==> config.mk <==
export PLATFORM = sky130hd
export DESIGN_NAME = s3x_fifo
export DESIGN_NICKNAME = d
export VERILOG_FILES = /design/src/rtl/s3x_fifo.sv
export SDC_FILE = /design/constraint.sdc
export NUM_CORES = 1
export LEC_CHECK = 0
export CAP_MARGIN = 30
export CORE_MARGIN = 10
export CORE_UTILIZATION = 56
export CTS_BUF_LIST = sky130_fd_sc_hd__clkbuf_8 sky130_fd_sc_hd__clkbuf_16
export CTS_CLUSTER_DIAMETER = 80
export DETAILED_ROUTE_END_ITERATION = 10
export DONT_BUFFER_PORTS = 1
export GPL_TIMING_DRIVEN = 0
export PLACE_DENSITY = 0.76
export SYNTH_ARGS = -nofsm -noshare
export SYNTH_HDL_FRONTEND = slang
export SYNTH_SLANG_ARGS = --single-unit
export TNS_END_PERCENT = 10
==> constraint.sdc <==
create_clock -name clk_i -period 2.45 [get_ports clk_i]
set_clock_uncertainty 0.15 [all_clocks]
set_input_delay 0.245 -clock clk_i [delete_from_list [all_inputs] [get_ports clk_i]]
set_output_delay 0.245 -clock clk_i [all_outputs]
set_load 0.02 [all_outputs]
==> src/rtl/s3x_fifo.sv <==
// Small job queue with valid/ready on both sides.
// No dependencies; sits between front and back of the upscaler.
module s3x_fifo #(
  parameter int WIDTH = 32,
  parameter int DEPTH = 2
) (
  input  logic             clk_i,
  input  logic             rst_ni,
  input  logic             push_valid_i,
  output logic             push_ready_o,
  input  logic [WIDTH-1:0] push_data_i,
  output logic             pop_valid_o,
  input  logic             pop_ready_i,
  output logic [WIDTH-1:0] pop_data_o
);

  localparam int PW = (DEPTH > 1) ? $clog2(DEPTH) : 1;
  localparam int CW = $clog2(DEPTH + 1);

  logic [WIDTH-1:0] mem_q [DEPTH];
  logic [PW-1:0]    wptr_q, rptr_q;
  logic [CW-1:0]    cnt_q;
  logic             push, pop;

  assign push_ready_o = (cnt_q != CW'(DEPTH));
  assign pop_valid_o  = (cnt_q != '0);
  assign push         = push_valid_i && push_ready_o;
  assign pop          = pop_valid_o && pop_ready_i;
  assign pop_data_o   = mem_q[rptr_q];

  // Pointers and fill count
  always_ff @(posedge clk_i or negedge rst_ni) begin
    if (!rst_ni) begin
      wptr_q <= '0;
      rptr_q <= '0;
      cnt_q  <= '0;
    end else begin
      if (push) begin
        wptr_q <= (wptr_q == PW'(DEPTH - 1)) ? '0 : wptr_q + PW'(1);
      end
      if (pop) begin
        rptr_q <= (rptr_q == PW'(DEPTH - 1)) ? '0 : rptr_q + PW'(1);
      end
      if (push && !pop) begin
        cnt_q <= cnt_q + CW'(1);
      end else if (pop && !push) begin
        cnt_q <= cnt_q - CW'(1);
      end
    end
  end

  always_ff @(posedge clk_i) begin
    if (push) begin
      mem_q[wptr_q] <= push_data_i;
    end
  end

endmodule

==> results.yml, run 1 <==
clock_network:
  clock-sinks: 68
  clkLatencyLatePin_ps: 330
  clkTransAtPathRegs_ps: 70
  cts_resized: 0
  numCtsBuffers: 9
  cts_root_buf: "clkbuf_8"
  tritoncts: "done"
  cts_max_level: 3
  cts_buffer_depth: 2
yosys:
  synth_cells: 118
  seq_area_frac_synth_pct: 76.05
  yosysWarnings: 0
  avgSynthCellArea_sq_um: 22.53
  synth.net_count: 155
  ys_ff_latch: 68
  syn_area_sq_um: 2659
  ys_types: 16
die:
  fp.dieH_microns: 88.91
  die_w_microns: 88.91
  io_pins: 70
  core_sq_um: 4661
  initial_core_util_pct: 57.05
  die_area_sq_um: 7904
  std_cell_rows: 25
worst_hold_path:
  hold_class: "in2reg"
  hold_depth: 2
  min_from: "push_valid_i"
grt:
  grt_use_total_pct: 12.75
  gr-total-overflow: 0
  grt_max_degree: 33
  grt_pass1_vias: 1323
  antenna_found_initial: 0
  grt_pass1_wl_microns: 7182
setup_path:
  path_buf_inv: 0
  cp_top_family: "simple AND/OR/NAND/NOR gates"
  crit_slowest_cell: "nor2_4"
  arrival_ps: 1970
  r2r_cells: 3
  crit_path_cell_trace: "nand2b_1, nand2_1, nor2_4"
  crit_path_max_incr_delay_ps: 730
  crit_type: "reg2reg"
  cp_max_fo: 32
  startpoint: "cnt_q[0]$_DFFE_PN0P_"
  cp.required_ps: 2250
  end_kind: "flop"
  worstSetupPathDepth: 3
  reg2reg_from: "cnt_q[0]$_DFFE_PN0P_"
  startpoint_type: "flop"
power_and_ir_drop:
  p_int_uw: 2914
  leakagePower_uw: 0.001247
  power_switching_uw: 1313
  ir_drop_mv: 0.9162
  pwr-share-clk_pct: 25.3
  p_per_area_nw_per_um2: 1265
  p_comb_share_pct: 34.6
  seqPwrFrac_pct: 40.0
  p_sw_share_pct: 31.06
cells_and_area:
  instances_no_fill: 223
  final_common_cell: "edfxtp_1"
  final_area_sq_um: 3341
  area_growth_pct: 25.65
  layout_common_cells: "64 x edfxtp_1, 34 x dlygate4sd3_1, 29 x mux2_4, 9 x clkbuf_8, 4 x dfrtp_1"
  diodes: 0
  fin_util_pct: 71.68
  nets: 201
  drive_gt1_share_pct: 31.95
sta:
  worstMarginPinSlew_ps: 917.6
  final.setup.tns_ps: 0
  rsz0062_at_grt: "no"
  period_share_pct: 88.34
  setup_viol: 0
  hold_viol_final: 0
  slew_headroom_pct: 38.68
  fmax_ghz: 0.4620
  hold_ws_ps: 21.84
  period_needed_ps: 2164
  slew_viol_final: 0
outcome:
  status: "complete, no violations"
place:
  hpwl_microns: 3298
  dp.cells: 173
  port_buffers: 0
  place_congestion: 0.6641
  placed_area_sq_um: 2761
detailed_routing:
  drc: 0
  routed_wl_microns: 4661
  ant_nets: 0
  vias: 1174
  via_per_inst: 5.265
  drtIter0Drc: 35
  drt-wirelength-per-cell_microns: 20.90
  first_pass_iters: 4
job:
  maxCapViolations: 0
## worst register-to-register path, cell delays in order, from the launching register on
cell and delay, ps:
dfrtp_1 420, nand2b_1 300, nand2_1 190, nor2_4 730
## power by group through the flow
stage	clock [uW]	combinational, uW	sequential (uW)
finish	1070	1460	1690
global route	1150	1550	1720
CTS	1100	1500	1700
detailed placement	0	1440	1720
global placement	0	1380	1700
floorplan	0	1220	1680
## Yosys cell counts
master,instances,area [sq um]
xor2_1,2,17.52
nand2_2,1,6.260
nand2b_1,1,6.260
dfrtp_1,4,100.1
buf_6,1,11.26
edfxtp_1,64,1922
or2_1,1,6.260
mux2_2,3,33.78
inv_1,1,3.750
nand2_1,1,3.750
and3_1,1,6.260
mux2_4,29,435.4
nor2_1,2,7.510
xnor2_1,3,26.28
buf_12,3,60.06
ha_1,1,12.51
## area by class of cell
type                            count  area [sq um]
Fill cell                         271          1320
Inverter                            1         3.754
Multi-Input combinational cell     45         569.3
Sequential cell                    68          2022
Tap cell                           54         67.56
Clock inverter                      7         115.1
Timing Repair Buffer               35         367.9
Buffer                              4         71.32
Clock buffer                        9         123.9
## per-layer routing
metal  GRT usage, %  vias to the layer above  part of all wire, %
met1          12.34                      575                   34
met3          5.743                        9                  8.5
met2          21.74                       42                   56
met4          7.930                        0                  2.0
li1               -                      548                    -
met5              0                        -                    0
## cells by family after synthesis
logic type	synth area share (%)
flops	76.05
buf+inv	2.823
simple gates	1.365
mux	17.65
fa+ha+maj	0.4705
xor+xnor	1.647
## metrics by stage
stage / total power (uW) / setup slack [ps]
2_1_floorplan: 2909 / 248.9
3_3_place_gp: 3075 / -142.4
3_5_place_dp: 3164 / 273.1
4_1_cts: 4292 / 254.4
5_1_grt: 4426 / 174.8
6_report: 4226 / 285.7
## sequential cells by signal (all words and copies together) (netlist names)
signal  flops
mem_q      64
cnt_q       2
rptr_q      1
wptr_q      1
## timing repair
item | in CTS | in global routing
setup buffers | 0 | 0
hold buffers | 34 | 0
endpoints found under the hold margin | 69 | 0
setup endpoints to repair | 0 | 0
## final timing paths
kind                                          endpoint  slack (ps)
worst max-delay path            mem_q[0][31]$_DFFE_PP_         290
worst max register to register  mem_q[0][31]$_DFFE_PP_         290
worst min register to register    cnt_q[0]$_DFFE_PN0P_         400
max in group asynchronous         cnt_q[0]$_DFFE_PN0P_        1950
min in group asynchronous         cnt_q[1]$_DFFE_PN0P_          30
worst min-delay path                wptr_q$_DFFE_PN0P_          20
Note: power is estimated with default switching activity, not from simulation.
==> run 2: changes to the inputs <==
--- a/config.mk
+++ b/config.mk
@@ -10,10 +10,12 @@
 export CORE_UTILIZATION = 56
 export CTS_BUF_LIST = sky130_fd_sc_hd__clkbuf_8 sky130_fd_sc_hd__clkbuf_16
 export CTS_CLUSTER_DIAMETER = 80
+export CTS_CLUSTER_SIZE = 40
 export DETAILED_ROUTE_END_ITERATION = 10
 export DONT_BUFFER_PORTS = 1
 export GPL_TIMING_DRIVEN = 0
 export PLACE_DENSITY = 0.76
+export RECOVER_POWER = 50
 export SYNTH_ARGS = -nofsm -noshare
 export SYNTH_HDL_FRONTEND = slang
 export SYNTH_SLANG_ARGS = --single-unit
==> run 2 against run 1 <==
  * Fmax grew 0.10%
  * Cell count did not move
  * Count of clock-buffer cells in the layout unchanged
  * Sequential power barely moved
  * Critical endpoint unchanged
  * Largest cell class unchanged
==> results.yml, run 2 (synthesis gave the netlist of run 1 again) <==
grt:
  grt_use_total_pct: 12.75
  grt_pass1_vias: 1323
  gr-total-overflow: 0
  grt_pass1_wl_microns: 7182
  grt_max_degree: 33
  antenna_found_initial: 0
place:
  hpwl_microns: 3298
  place_congestion: 0.6641
  port_buffers: 0
  dp.cells: 173
cells_and_area:
  nets: 201
  diodes: 0
  top_regs: "mem_q x64, cnt_q x2"
  layout_common_cells: "64 x edfxtp_1, 34 x dlygate4sd3_1, 19 x mux2_4, 13 x mux2_1, 9 x clkbuf_8"
  fillers: 284
  instances_no_fill: 223
  drive_gt1_share_pct: 24.26
  largest_register: "mem_q"
  largest_reg_flops: 64
  final_common_cell: "edfxtp_1"
  area_growth_pct: 24.24
  fin_util_pct: 70.87
setup_path:
  cp_max_fo: 32
  end_kind: "flop"
  crit_path_cell_trace: "nand2b_1, nand2_1, nor2_4"
  startpoint_type: "flop"
  crit_slowest_cell: "nor2_4"
  crit_type: "reg2reg"
  crit_path_max_incr_delay_ps: 730
  arrival_ps: 1970
  cp.required_ps: 2250
clock_network:
  clock-sinks: 68
  cts_resized: 0
  cts_max_level: 3
  clkLatencyLatePin_ps: 330
  clkTransAtPathRegs_ps: 70
  cts_root_buf: "clkbuf_8"
  cts_buffer_depth: 2
  tritoncts: "done"
  numCtsBuffers: 9
sta:
  period_share_pct: 88.25
  rsz0062_at_grt: "no"
  slew_viol_final: 0
  hold_viol_final: 0
  slew_headroom_pct: 39.00
  setup_viol: 0
  worstMarginPinSlew_ps: 912.9
  period_needed_ps: 2162
  fmax_ghz: 0.4625
detailed_routing:
  routed_wl_microns: 4690
  drtIter0Drc: 33
  vias: 1173
  via_per_inst: 5.260
  ant_nets: 0
  first_pass_iters: 4
  drt-wirelength-per-cell_microns: 21.03
  drc: 0
die:
  initial_core_util_pct: 57.05
  core_sq_um: 4661
  fp.dieH_microns: 88.91
  die_w_microns: 88.91
  io_pins: 70
  std_cell_rows: 25
  die_area_sq_um: 7904
power_and_ir_drop:
  power_switching_uw: 1301
  p_per_area_nw_per_um2: 1252
  p_int_uw: 2835
  seqPwrFrac_pct: 40.8
  p_comb_share_pct: 33.3
  total_power_uw: 4135
  ir_drop_mv: 0.8936
  leakagePower_uw: 0.001205
  pwr-share-clk_pct: 25.9
  p_sw_share_pct: 31.45
job:
  maxCapViolations: 0
worst_hold_path:
  hold_class: "in2reg"
outcome:
  status: "complete, no violations"
-- run 2: per-layer routing --
metal | routed length (microns) | vias up | GRT usage [%]
met4 | 93 | 0 | 7.930
met3 | 402 | 9 | 5.743
met2 | 2591 | 46 | 21.74
met1 | 1603 | 570 | 12.34
met5 | 0 | - | 0
li1 | - | 548 | -
-- run 2: layout make-up --
class	instances	area, sq um	share of cell area, %
buffer	4	71.32	2.159
clock buffer	9	123.9	3.750
clock inverter	7	115.1	3.485
inverter	1	3.754	0.1136
multi-input combinational	45	531.8	16.10
sequential	68	2022	61.21
tap	54	67.56	2.045
timing repair buffer	35	367.9	11.14
-- run 2: final timing paths --
check,start,endpoint,slack [ps],cells past startpoint
setup / recovery,cnt_q[0]$_DFFE_PN0P_,mem_q[0][31]$_DFFE_PP_,290,3
max in group asynchronous,rst_ni,cnt_q[0]$_DFFE_PN0P_,1950,1
hold / removal,push_valid_i,wptr_q$_DFFE_PN0P_,20,2
min in group asynchronous,rst_ni,cnt_q[1]$_DFFE_PN0P_,30,1
setup reg to reg,cnt_q[0]$_DFFE_PN0P_,mem_q[0][31]$_DFFE_PP_,290,3
hold reg to reg,cnt_q[0]$_DFFE_PN0P_,cnt_q[0]$_DFFE_PN0P_,400,1
-- run 2: what timing repair did --
item | 4_1_cts | 5_1_grt
setup buffers | 0 | 0
endpoints found under the hold margin | 69 | 0
hold buffers | 34 | 0
setup endpoints to repair | 0 | 0
-- run 2: through the flow --
stage          instance area [sq um]  hold slack, ps  TNS (ps)  worst slack [ps]
6_report                        3303           22.55         0             287.9
5_1_grt                         3303           26.13         0             174.0
4_1_cts                         3341           10.05         0             254.4
3_5_place_dp                    2761          -200.4         0             273.1
3_3_place_gp                    2729          -200.4     -4523            -142.4
2_1_floorplan                   2661          -200.6         0             248.9
-- run 2: power groups by stage --
stage               clock network, uW  logic (uW)  registers, uW
finish                           1070        1380           1690
global route                     1150        1470           1720
CTS                              1100        1500           1700
detailed placement                  0        1440           1720
global placement                    0        1380           1700
floorplan                           0        1220           1680
-- run 2: critical path: cells and delay by family, from the launching register on --
family	cells	cell delay (ps)
simple gates	3	1220
flops	1	420
