<file path="config.mk">
export PLATFORM = sky130hd
export DESIGN_NAME = s3x_back
export DESIGN_NICKNAME = d
export VERILOG_FILES = /design/src/rtl/s3x_pkg.sv /design/src/rtl/s3x_back.sv
export SDC_FILE = /design/constraint.sdc
export NUM_CORES = 1
export LEC_CHECK = 0
export BUFFER_PORTS_ARGS = -buffer_cell sky130_fd_sc_hd__buf_2
export CORE_MARGIN = 8
export CORE_UTILIZATION = 54
export CTS_CLUSTER_DIAMETER = 80
export CTS_CLUSTER_SIZE = 25
export DETAILED_ROUTE_END_ITERATION = 12
export GPL_ROUTABILITY_DRIVEN = 0
export PLACE_DENSITY = 0.81
export SKIP_CTS_REPAIR_TIMING = 1
export SYNTH_ARGS = -nofsm -noshare
export SYNTH_HDL_FRONTEND = slang
export SYNTH_SLANG_ARGS = --single-unit
</file>
<file path="constraint.sdc">
create_clock -name clk_i -period 3.9 [get_ports clk_i]
set_input_delay 0.195 -clock clk_i [delete_from_list [all_inputs] [get_ports clk_i]]
set_output_delay 0.195 -clock clk_i [all_outputs]
set_load 0.01 [all_outputs]
</file>
<file path="src/rtl/s3x_pkg.sv">
// Shared types and constants of the Scale3x tile upscaler.
// Used by the front, back and top-level modules; depends on nothing.
package s3x_pkg;

  // Width of the configuration write data (widest register)
  localparam int CFG_W = 11;

  // Tile size after reset, in pixels and rows
  localparam int TILE_SIZE_RST = 16;

  // Depth of the job queue between front and back
  localparam int JOB_Q_DEPTH = 2;

  // Configuration register indexes
  typedef enum logic [0:0] {
    REG_TILE_WIDTH  = 1'b0,
    REG_TILE_HEIGHT = 1'b1
  } cfg_reg_e;

  // Blocks a single source pixel releases, lowest bit first in output order.
  // upper_*: blocks of the row above; last_*: blocks of the tile's last row.
  // *_left: block of the column before; *_right: block of the row-end column.
  typedef struct packed {
    logic last_right;
    logic last_left;
    logic upper_right;
    logic upper_left;
  } blk_mask_t;

endpackage

</file>
<file path="src/rtl/s3x_back.sv">
// Back end: walks the blocks of each job, applies the Scale3x rule and holds
// the result in the output register. Uses s3x_pkg.
module s3x_back #(
  parameter int PIXEL_BITS = 8,
  parameter int COL_W      = 10,
  parameter int ROW_W      = 10
) (
  input  logic                    clk_i,
  input  logic                    rst_ni,
  // job input
  input  logic                    job_valid_i,
  output logic                    job_ready_o,
  input  s3x_pkg::blk_mask_t      job_mask_i,
  input  logic [COL_W-1:0]        job_col_i,
  input  logic [ROW_W-1:0]        job_row_i,
  input  logic [3*PIXEL_BITS-1:0] job_up_i,
  input  logic [3*PIXEL_BITS-1:0] job_mid_i,
  input  logic [3*PIXEL_BITS-1:0] job_dn_i,
  // result output
  output logic                    out_valid_o,
  input  logic                    out_ready_i,
  output logic [COL_W-1:0]        out_col_o,
  output logic [ROW_W-1:0]        out_row_o,
  output logic [PIXEL_BITS-1:0]   e0_o,
  output logic [PIXEL_BITS-1:0]   e1_o,
  output logic [PIXEL_BITS-1:0]   e2_o,
  output logic [PIXEL_BITS-1:0]   e3_o,
  output logic [PIXEL_BITS-1:0]   e4_o,
  output logic [PIXEL_BITS-1:0]   e5_o,
  output logic [PIXEL_BITS-1:0]   e6_o,
  output logic [PIXEL_BITS-1:0]   e7_o,
  output logic [PIXEL_BITS-1:0]   e8_o,
  output logic                    tile_done_o
);

  localparam int P     = PIXEL_BITS;
  localparam int BLK_N = $bits(s3x_pkg::blk_mask_t);

  // Scale3x rule on neighbourhood a..i around centre e
  function automatic logic [8:0][P-1:0] scale3x(
    input logic [P-1:0] a, input logic [P-1:0] b, input logic [P-1:0] c,
    input logic [P-1:0] d, input logic [P-1:0] e, input logic [P-1:0] f,
    input logic [P-1:0] g, input logic [P-1:0] h, input logic [P-1:0] i
  );
    logic [8:0][P-1:0] r;
    for (int k = 0; k < 9; k++) begin
      r[k] = e;
    end
    if (b != h && d != f) begin
      if (d == b) r[0] = d;
      if ((d == b && e != c) || (b == f && e != a)) r[1] = b;
      if (b == f) r[2] = f;
      if ((d == b && e != g) || (d == h && e != a)) r[3] = d;
      if ((b == f && e != i) || (h == f && e != c)) r[5] = f;
      if (d == h) r[6] = d;
      if ((d == h && e != i) || (h == f && e != g)) r[7] = h;
      if (h == f) r[8] = f;
    end
    return r;
  endfunction

  logic [BLK_N-1:0]   done_q, mask_v, remain, sel_v;
  s3x_pkg::blk_mask_t sel;
  logic               out_free, emit, last_blk, is_right, is_last;
  logic [P-1:0]       src [3][3];
  logic [P-1:0]       lf [3], cn [3], rt [3];
  logic [P-1:0]       na, nb, nc, nd, ne, nf, ng, nh, ni;
  logic [8:0][P-1:0]  pix_d;
  logic [COL_W-1:0]   col_d;
  logic [ROW_W-1:0]   row_d;

  logic               out_valid_q;
  logic [COL_W-1:0]   out_col_q;
  logic [ROW_W-1:0]   out_row_q;
  logic [8:0][P-1:0]  out_pix_q;
  logic               out_done_q;

  // Pick the next block still owed by the head job
  assign mask_v   = job_mask_i;
  assign remain   = mask_v & ~done_q;
  assign sel_v    = remain & (~remain + BLK_N'(1));
  assign sel      = s3x_pkg::blk_mask_t'(sel_v);
  assign last_blk = ((remain & ~sel_v) == '0);
  assign out_free = !out_valid_q || out_ready_i;
  assign emit     = job_valid_i && out_free;
  assign job_ready_o = emit && last_blk;

  always_ff @(posedge clk_i or negedge rst_ni) begin
    if (!rst_ni) begin
      done_q <= '0;
    end else if (emit) begin
      done_q <= last_blk ? '0 : (done_q | sel_v);
    end
  end

  // Neighbourhood of the selected block
  assign is_right = sel.upper_right || sel.last_right;
  assign is_last  = sel.last_left || sel.last_right;

  always_comb begin
    for (int t = 0; t < 3; t++) begin
      src[0][t] = job_up_i[t*P +: P];
      src[1][t] = job_mid_i[t*P +: P];
      src[2][t] = job_dn_i[t*P +: P];
    end
    // right-end block clamps its right neighbour to itself
    for (int k = 0; k < 3; k++) begin
      lf[k] = is_right ? src[k][1] : src[k][0];
      cn[k] = is_right ? src[k][2] : src[k][1];
      rt[k] = src[k][2];
    end
    if (is_last) begin
      // last row: current row is its own lower neighbour
      if (job_row_i != '0) begin
        na = lf[1]; nb = cn[1]; nc = rt[1];
      end else begin
        na = lf[2]; nb = cn[2]; nc = rt[2];
      end
      nd = lf[2]; ne = cn[2]; nf = rt[2];
      ng = lf[2]; nh = cn[2]; ni = rt[2];
    end else begin
      na = lf[0]; nb = cn[0]; nc = rt[0];
      nd = lf[1]; ne = cn[1]; nf = rt[1];
      ng = lf[2]; nh = cn[2]; ni = rt[2];
    end
    pix_d = scale3x(na, nb, nc, nd, ne, nf, ng, nh, ni);
    col_d = is_right ? job_col_i : job_col_i - COL_W'(1);
    row_d = is_last ? job_row_i : job_row_i - ROW_W'(1);
  end

  // Output register
  always_ff @(posedge clk_i or negedge rst_ni) begin
    if (!rst_ni) begin
      out_valid_q <= 1'b0;
    end else if (out_free) begin
      out_valid_q <= emit;
    end
  end

  always_ff @(posedge clk_i) begin
    if (emit) begin
      out_col_q  <= col_d;
      out_row_q  <= row_d;
      out_pix_q  <= pix_d;
      out_done_q <= sel.last_right;
    end
  end

  assign out_valid_o = out_valid_q;
  assign out_col_o   = out_col_q;
  assign out_row_o   = out_row_q;
  assign e0_o        = out_pix_q[0];
  assign e1_o        = out_pix_q[1];
  assign e2_o        = out_pix_q[2];
  assign e3_o        = out_pix_q[3];
  assign e4_o        = out_pix_q[4];
  assign e5_o        = out_pix_q[5];
  assign e6_o        = out_pix_q[6];
  assign e7_o        = out_pix_q[7];
  assign e8_o        = out_pix_q[8];
  assign tile_done_o = out_done_q;

endmodule

</file>
==> results.toml, run 1 <==
[critical_path]
worst_ep_arrival_time_ns = 3.85
endpoint_kind = "register"
critPathLaunchType = "register"
crit_required_ns = 4.00
critPathKind = "register to register"
r2r_start = "done_q[3]"
r2r-end = "e1_o[7]"
max_stage_delay_ns = 0.52
critPathSlowestCell = "nor4_2"
ff2ff_setup_slack_ns = 0.15
cp_common_cell = "buf_4"
crit_chain = "nand2b_1 -> a211oi_4 -> buf_4 -> buf_4 -> mux2i_2 -> mux2_2 -> buf_4 -> or3_1 -> nand4_1 -> nor4_2 -> o22ai_2 -> nand2_2 -> mux2i_1 -> a311o_1"
crit_path_max_fanout = 11
reg2reg_depth = 14
crit_family = "simple AND/OR/NAND/NOR gates"
path_buf_inv = 3

[yosys]
syn_avg_cell_area_sq_um = 9.87
ys_warn_count = 0
synth_edf_count = 93
synth_flop_cell = "edfxtp_1"
synth-seq-cells = 98
syn_nets = 851
yosysTopAreaCellShare = 0.378
yosysSeqAreaShare = 0.395
syn-instance-count = 749
synth_area_leaders = "edfxtp_1 (38%), mux2i_1 (9.9%), xnor2_1 (7.6%), xor2_1 (4.7%), o21ai_0 (2.9%)"
synth_top_cell_by_area = "edfxtp_1"
synth-async-reset-ratio = 0.0510
synthesis.area_sq_mm = 0.00739
synth_cell_types = 72

[pwr]
ir_worst_vdd_v = 0.000210
p_sw_frac = 0.392
p_sw_w = 0.00189
p_clk_frac = 0.202
power_density_mw_per_mm2 = 515
p_int_w = 0.00293
p_leak_nw = 3.96
comb_power_share = 0.501
seqPwrFrac = 0.297

[floorplan]
dieArea_sq_mm = 0.0177
die_y_microns = 133
initial_core_util = 0.556
pin_count = 195
die_w_microns = 133
core_area_sq_mm = 0.0133
rows = 42

[min_path]
hold_path.class = "input port to register"
hp-start = "job_valid_i"
whs_path_depth = 2
worstHoldEndpoint = "out_valid_o"

[timing]
relSlewSlack = 0.499
clock.fmax_mhz = 266
worst_slack_ns = 0.146
hold_slack_ns = 0.0408
drv_slew = 0
fin_crit_ns = 3.75
tightest_slew_ns = 0.746
clock_skew_ns = 0.0113
setup_viol = 0
period_share = 0.963
hold_viol = 0

[final_layout]
fin_nets = 1094
fin_area_sq_mm = 0.00937
layout_common_cells = "buf_2 (194), edfxtp_1 (93), buf_4 (76)"
multi_input_comb_area_sq_mm = 0.00417
fillCellCount = 1009
antenna_cells = 0
area_growth_pct = 26.7
final_common_cell = "buf_2"
regArea_sq_mm = 0.00292
layout-drive-gt1-share = 0.334

[route]
post_drt_wl_per_cell_microns = 21.4
drtPass1Iterations = 6
vias_per_cell = 6.23
vias = 7307
drt_iter0_markers = 1089
drcViolationCount = 0
drtAntennaViolNets = 0
wl_microns = 25100

[cts]
cts_buffer_depth = 2
numCtsBuffers = 9
cts.htree.levels = 3
cts_sinks = 98
root_buffer = "clkbuf_16"
cts.clk_slew.worst_paths_ns = 0.07
worst_skew_pair.late_latency_ns = 0.36
cts_tree = "built"

[placed_design]
place_ws_ns = 0.122
hpwl_microns = 19600
place_area_sq_mm = 0.00900
io_buffer_count = 194

[grt]
grt_pass1_vias = 7124
grt_max_degree = 41
antenna_found_initial = 0
grt.overflow.total = 0
grt_usage = 0.275
grt_pass1_wl_microns = 38500

[flow_run]
maxCapViolCount = 0

[outcome]
status = "complete, no violations"
==> routing by layer <==
metal / vias up / part of all wire / GRT usage / routed length (microns)
met5: - / 0 / 0 / 0
met4: 0 / 0.042 / 0.111 / 1060
met2: 560 / 0.45 / 0.431 / 11400
met3: 98 / 0.12 / 0.0878 / 3050
li1: 3278 / - / - / -
met1: 3371 / 0.38 / 0.343 / 9610
==> worst reg2reg max path: stages, from the launching register on <==
cell and delay [ns]:
dfrtp_1 0.38, nand2b_1 0.34, a211oi_4 0.35, buf_4 0.18
buf_4 0.13, mux2i_2 0.25, mux2_2 0.21, buf_4 0.20
or3_1 0.14, nand4_1 0.09, nor4_2 0.52, o22ai_2 0.18
nand2_2 0.11, mux2i_1 0.08, a311o_1 0.33
==> synthesized netlist by cell type, types with 3 or more instances <==
master / n
nor3_1: 17
a21oi_1: 39
edfxtp_1: 93
xnor2_1: 64
o211ai_1: 3
nand2b_1: 6
nand4_1: 7
dfrtp_1: 5
o32ai_1: 3
o221ai_1: 6
nor2_2: 3
a22oi_1: 3
buf_4: 4
nor2b_1: 4
a211oi_1: 7
a31oi_1: 10
and3_1: 6
or3_1: 8
xor2_1: 40
mux2i_4: 3
o31ai_1: 9
nor2_1: 43
o21ai_1: 9
nor4_1: 7
or4_1: 5
and2_1: 9
mux2_2: 8
inv_2: 3
o21ai_0: 43
buf_6: 5
nand2_2: 4
clkbuf_1: 11
inv_1: 19
mux2i_1: 73
nand2_1: 57
nand3_1: 24
o22ai_1: 23
buf_2: 22
==> worst max path at each step <==
| stage | from | slack [ns] | cells past startpoint | to |
|---|---|---|---|---|
| after floorplan | done_q[3] | 0.35 | 13 | e1_o[7] |
| after global placement | job_row_i[0] | 0.18 | 14 | e1_o[7] |
| after detailed placement | done_q[2] | 0.12 | 10 | e8_o[2] |
| after CTS | done_q[2] | 0.06 | 10 | e8_o[4] |
| after global routing | done_q[0] | -0.06 | 11 | e3_o[6] |
| final | done_q[3] | 0.15 | 14 | e1_o[7] |
==> flip-flops by register name (all words and copies together) (netlist names), 8 cells and up <==
signal,flops
e2_o,8
e3_o,8
out_col_o,10
e4_o,8
e5_o,8
e6_o,8
out_row_o,10
e1_o,8
e7_o,8
e8_o,8
e0_o,8
==> area by class of cell <==
type,instances,share of cell area
Clock buffer,9,0.0240
Clock inverter,7,0.0106
Inverter,22,0.00895
Multi-Input combinational cell,585,0.445
Sequential cell,98,0.312
Tap cell,176,0.0235
Timing Repair Buffer,276,0.176
==> per-stage QoR <==
| stage | instances | utilization | total power [W] | TNS (ns) |
|---|---|---|---|---|
| CTS | 1170 | 0.701 | 0.00476 | 0 |
| detailed placement | 1154 | 0.677 | 0.00378 | 0 |
| global placement | 1154 | 0.677 | 0.00372 | 0 |
| global route | 1173 | 0.704 | 0.00504 | -0.229 |
| finish | 1173 | 0.704 | 0.00482 | 0 |
| floorplan | 749 | - | 0.00294 | 0 |
==> logic make-up after synthesis <==
group	synth area share
simple gates	0.146
compound gates	0.162
xor+xnor	0.123
flops	0.395
mux	0.127
buf+inv	0.0444
fa+ha+maj	0.00339
==> power groups by stage <==
| stage | registers [W] | logic [W] | clock network (W) |
|---|---|---|---|
| 3_3_place_gp | 0.00145 | 0.00228 | 0 |
| 3_5_place_dp | 0.00146 | 0.00233 | 0 |
| 5_1_grt | 0.00145 | 0.00256 | 0.00103 |
| 6_report | 0.00143 | 0.00242 | 0.000972 |
| 2_1_floorplan | 0.00153 | 0.00141 | 0 |
| 4_1_cts | 0.00143 | 0.00234 | 0.000983 |
Note: power is estimated with default switching activity, not from simulation.
==> inputs of run 2 (changes only) <==
Settings changed: CORE_UTILIZATION 54 to 49, PLACE_DENSITY 0.81 to 0.78.
Clock period 3.9 ns to 3.2 ns, I/O delays scaled along.
==> run 2 against run 1 <==
Global-route usage decreased by 1.0 points; clock skew grew 0.0069 ns; the flow now finishes with violations (negative setup slack); worst setup slack worse by 0.55 ns; maximum frequency rose by 4.1%; wire length up 15%; die area up 9.0%; final area up 17%; flip-flop and latch count unchanged; total power rose by 40%; non-clock buffer count grew 134.
==> results.toml, run 2 (synthesis results as in run 1) <==
[timing]
tightest_slew_ns = 1.12
drv_slew = 0
period_share = 1.13
rsz0062_at_grt = "true"
fin_crit_ns = 3.60
hold_slack_ns = 0.00611
hold_viol = 0
relSlewSlack = 0.256
clock_skew_ns = 0.0182
worst_slack_ns = -0.405
clock.fmax_mhz = 277
setup_viol = 64

[route]
drt_iter0_markers = 1165
drtAntennaViolNets = 0
wl_microns = 28900
post_drt_wl_per_cell_microns = 21.9
vias = 8175
drtPass1Iterations = 8
vias_per_cell = 6.20
drcViolationCount = 0

[floorplan]
die_y_microns = 139
die_w_microns = 139
rows = 45
initial_core_util = 0.493
pin_count = 195
dieArea_sq_mm = 0.0193
core_area_sq_mm = 0.0150

[pwr]
ir_worst_vdd_v = 0.000357
p_leak_nw = 4.74
power_density_mw_per_mm2 = 613

[min_path]
whs_path_depth = 2
hold_path.class = "input port to register"
hp-start = "job_valid_i"

[cts]
cts.clk_slew.worst_paths_ns = 0.07
cts_tree = "built"
root_buffer = "clkbuf_16"
worst_skew_pair.late_latency_ns = 0.36
cts_buffer_depth = 2
cts.htree.levels = 3
numCtsBuffers = 9
cts_sinks = 98

[final_layout]
fin_nets = 1228
area_growth_pct = 48.6
fin_util = 0.734
layout-drive-gt1-share = 0.463
fin_area_sq_mm = 0.0110
final_common_cell = "buf_2"
final_cells = 1319
antenna_cells = 0
layout_common_cells = "buf_2 (194), buf_4 (187), edfxtp_1 (93)"

[grt]
grt_pass1_wl_microns = 40800
antenna_found_initial = 0
grt_pass1_vias = 7792
grt_usage = 0.265
grt.overflow.total = 0
grt_max_degree = 88

[critical_path]
critPathLaunchType = "register"
cp_common_cell = "buf_4"
critPathSlowestCell = "mux2i_1"
endpoint_kind = "register"
crit_chain = "and2b_4 -> a211oi_4 -> buf_12 -> buf_12 -> buf_4 -> mux2i_1 -> mux2i_1 -> buf_4 -> xnor2_1 -> nor2_1 -> nand4_1 -> buf_4 -> buf_4 -> nor2_4 -> buf_4 -> mux2i_1"
crit_required_ns = 3.39
critPathKind = "register to register"
worst_ep_arrival_time_ns = 3.79
reg2reg_depth = 16
crit_path_max_fanout = 6
critPathLaunch = "done_q[1]"
max_stage_delay_ns = 0.46
r2r_start = "done_q[1]"

[placed_design]
io_buffer_count = 194
place_area_sq_mm = 0.0100
place_ws_ns = -0.466
place_inst = 1278
hpwl_microns = 21000

[outcome]
status = "finished with violations"
violations = "negative setup slack"

[flow_run]
maxCapViolCount = 0
[run 2: cell count changes in the layout (fill, tap and decap cells not counted), sizes merged]
cell    delta
buf      +131
clkinv     +2
clkbuf     +4
inv        -2
bufinv     -1
[run 2: final timing paths]
| check | endpoint | slack (ns) |
|---|---|---|
| worst max-delay path | e0_o[5] | -0.40 |
| worst min-delay path | out_valid_o | 0.006 |
| worst max register to register | e0_o[5] | -0.40 |
| worst min register to register | out_valid_o | 0.52 |
| max in group asynchronous | done_q[0] | 2.92 |
| min in group asynchronous | done_q[3] | 0.14 |
[run 2: worst max-delay path, delay by kind of cell, from the launching register on]
kind	cells	cell delay (ns)
and+or+nand+nor	4	0.72
muxes	3	0.78
buffers and inverters	7	1.15
xor gates and xnor gates	1	0.10
DFF	1	0.38
AOI/OAI and AO/OA	1	0.28
[run 2: power by group]
part           total, W  internal, W  switching (W)  leakage (nW)
Clock           0.00110     0.000602       0.000495         0.142
Sequential      0.00174      0.00169      0.0000542         0.952
Combinational   0.00389      0.00177        0.00212          3.64
Total           0.00673      0.00407        0.00267          4.74
[run 2: layout make-up]
type                    count  area (sq um)
multi-input cells         585          4640
fillers                  1006          3990
flip-flops and latches     98          2920
repair buffers            410          2820
well taps                 188           235
clock buffers              10           229
inverters                  22          86.3
clock inverters             6          56.3
[run 2: routing by layer]
layer / track usage / part of all wire / vias to the layer above
li1: - / - / 3549
met1: 0.323 / 0.37 / 3795
met2: 0.424 / 0.45 / 656
met3: 0.0692 / 0.12 / 175
met4: 0.137 / 0.060 / 0
met5: 0 / 0 / -
[run 2: stage by stage]
step | total power (W) | setup TNS (ns)
6_report | 0.00673 | -13.81
2_1_floorplan | 0.00364 | -0.00798
3_3_place_gp | 0.00501 | -11.98
4_1_cts | 0.00619 | -11.37
3_5_place_dp | 0.00510 | -16.05
5_1_grt | 0.00697 | -23.56
==> inputs of run 3 (changes only) <==
Settings changed: CELL_PAD_IN_SITES_DETAIL_PLACEMENT from default to 0, CELL_PAD_IN_SITES_GLOBAL_PLACEMENT from default to 1, CORE_UTILIZATION 49 to 37, PLACE_DENSITY 0.78 to default, PLACE_DENSITY_LB_ADDON from default to 0.1.
==> run 3 against run 2 <==
The run still ends with negative setup slack left; count of clock-buffer cells in the layout down 1; register-to-register slack improved by 0.13 ns; highest routed layer unchanged; via count is 6.7% lower; final cell count is 7.4% higher; non-clock buffer count increased by 20; global-route usage decreased by 4.0 points; first-iteration DRC count shrank 47%; final area up 1.4%; sequential power is essentially flat.
==> results.toml, run 3 (synthesis results as in run 1) <==
[outcome]
status = "finished with violations"
violations = "negative setup slack"

[placed_design]
io_buffer_count = 194
hpwl_microns = 23600

[floorplan]
initial_core_util = 0.379
core_area_sq_mm = 0.0195
pin_count = 195
dieArea_sq_mm = 0.0248
rows = 51
die_w_microns = 157
die_y_microns = 157

[critical_path]
max_stage_delay_ns = 0.48
crit_required_ns = 3.31
cp_common_cell = "buf_4"
worst_ep_arrival_time_ns = 3.59
critPathLaunchType = "register"
critPathKind = "register to register"
critPathSlowestCell = "or4_4"
crit_path_max_fanout = 8
endpoint_kind = "register"
crit_chain = "nand2b_4 -> buf_6 -> nor3_4 -> o32ai_2 -> buf_4 -> buf_4 -> buf_4 -> mux2i_4 -> inv_2 -> or4_4 -> nand4_1 -> nor4_4 -> o22ai_2 -> nand2_2 -> mux2i_1 -> a311o_1"

[cts]
cts_sinks = 98
cts_tree = "built"
cts.htree.levels = 3
root_buffer = "clkbuf_16"
cts_buffer_depth = 2
numCtsBuffers = 9
worst_skew_pair.late_latency_ns = 0.37
cts.clk_slew.worst_paths_ns = 0.08

[pwr]
p_leak_nw = 4.77
ir_worst_vdd_v = 0.000308
power_density_mw_per_mm2 = 594
p_total_w = 0.00661

[timing]
worst_slack_ns = -0.273
setup_viol = 64
tightest_slew_ns = 0.572
relSlewSlack = 0.615
rsz0062_at_grt = "true"
hold_viol = 0
hold_slack_ns = 0.0709
clock.fmax_mhz = 288
fin_crit_ns = 3.47
clock_skew_ns = 0.0151
drv_slew = 0
period_share = 1.09

[final_layout]
multi_input_comb_area_sq_mm = 0.00455
layout-drive-gt1-share = 0.467
final_common_cell = "buf_4"
regArea_sq_mm = 0.00292
layout_common_cells = "buf_4 (210), buf_2 (194), edfxtp_1 (93)"
fillCellCount = 1773
area_growth_pct = 50.7
antenna_cells = 0
fin_nets = 1249

[route]
post_drt_wl_per_cell_microns = 20.5
wl_microns = 29000
vias_per_cell = 5.38
drt_iter0_markers = 622
drcViolationCount = 0
drtAntennaViolNets = 0
drtPass1Iterations = 5
vias = 7628

[grt]
grt_usage = 0.225
grt_pass1_wl_microns = 42300
antenna_found_initial = 0
grt.overflow.total = 0
grt_pass1_vias = 7589
grt_max_degree = 67

[min_path]
hold_path.class = "input port to register"

[flow_run]
maxCapViolCount = 0
[run 3: cell types whose count changed in the layout (fill, tap and decap cells not counted), moves of 3 or more]
| cell | previous run | this run |
|---|---|---|
| a21oi_2 | 7 | 1 |
| o21ai_1 | 9 | 13 |
| buf_4 | 187 | 210 |
| buf_6 | 16 | 10 |
| a21oi_1 | 31 | 37 |
| nor2_2 | 3 | 10 |
| o22ai_1 | 15 | 21 |
| clkbuf_16 | 12 | 9 |
| nor2_1 | 36 | 31 |
| mux2i_2 | 3 | 8 |
| mux2i_1 | 64 | 60 |
| o21ai_0 | 41 | 38 |
| buf_12 | 9 | 13 |
| o22ai_2 | 9 | 3 |
[run 3: per-stage QoR]
step | area, sq um | setup TNS, ns | setup WS (ns) | utilization | cells
2_1_floorplan | 7530 | -0.00798 | -0.00798 | - | 749
3_3_place_gp | 10300 | -17.76 | -0.386 | 0.527 | 1372
3_5_place_dp | 10300 | -21.82 | -0.433 | 0.527 | 1372
4_1_cts | 10600 | -22.29 | -0.434 | 0.542 | 1388
5_1_grt | 11100 | -16.75 | -0.389 | 0.570 | 1417
6_report | 11100 | -11.37 | -0.273 | 0.570 | 1417
[run 3: report_power, final]
group / internal (W) / switching (W)
clock: 0.000553 / 0.000549
sequential: 0.00169 / 0.0000527
combinational: 0.00176 / 0.00201
[run 3: final timing paths]
| kind | start | end | depth (start not counted) | slack (ns) |
|---|---|---|---|---|
| worst max-delay path | done_q[3] | e1_o[7] | 16 | -0.27 |
| worst min-delay path | out_ready_i | out_valid_o | 3 | 0.07 |
| worst max register to register | done_q[3] | e1_o[7] | 16 | -0.27 |
| worst min register to register | out_valid_o | out_valid_o | 2 | 0.52 |
| max in group asynchronous | rst_ni | done_q[1] | 2 | 2.95 |
| min in group asynchronous | rst_ni | out_valid_o | 2 | 0.13 |
[run 3: final cells by class]
cell class / instances / share of cell area
Tap cell: 265 / 0.0298
Multi-Input combinational cell: 586 / 0.409
Inverter: 22 / 0.00775
Sequential cell: 98 / 0.262
Clock inverter: 7 / 0.00651
Timing Repair Buffer: 430 / 0.265
Clock buffer: 9 / 0.0202
[run 3: routing by layer]
| layer | vias to the layer above | share of wire | GRT usage |
|---|---|---|---|
| li1 | 3591 | - | - |
| met1 | 3596 | 0.42 | 0.283 |
| met2 | 392 | 0.47 | 0.369 |
| met3 | 49 | 0.090 | 0.0494 |
| met4 | 0 | 0.026 | 0.0861 |
| met5 | - | 0 | 0 |
[run 3: critical path, delay by kind of cell (launching register included)]
kind                   cells  cell delay [ns]
buffers and inverters      5             0.63
flip-flops                 1             0.41
AND/OR/NAND/NOR            6             1.19
AO/OA/AOI/OAI              3             0.65
multiplexers               2             0.35
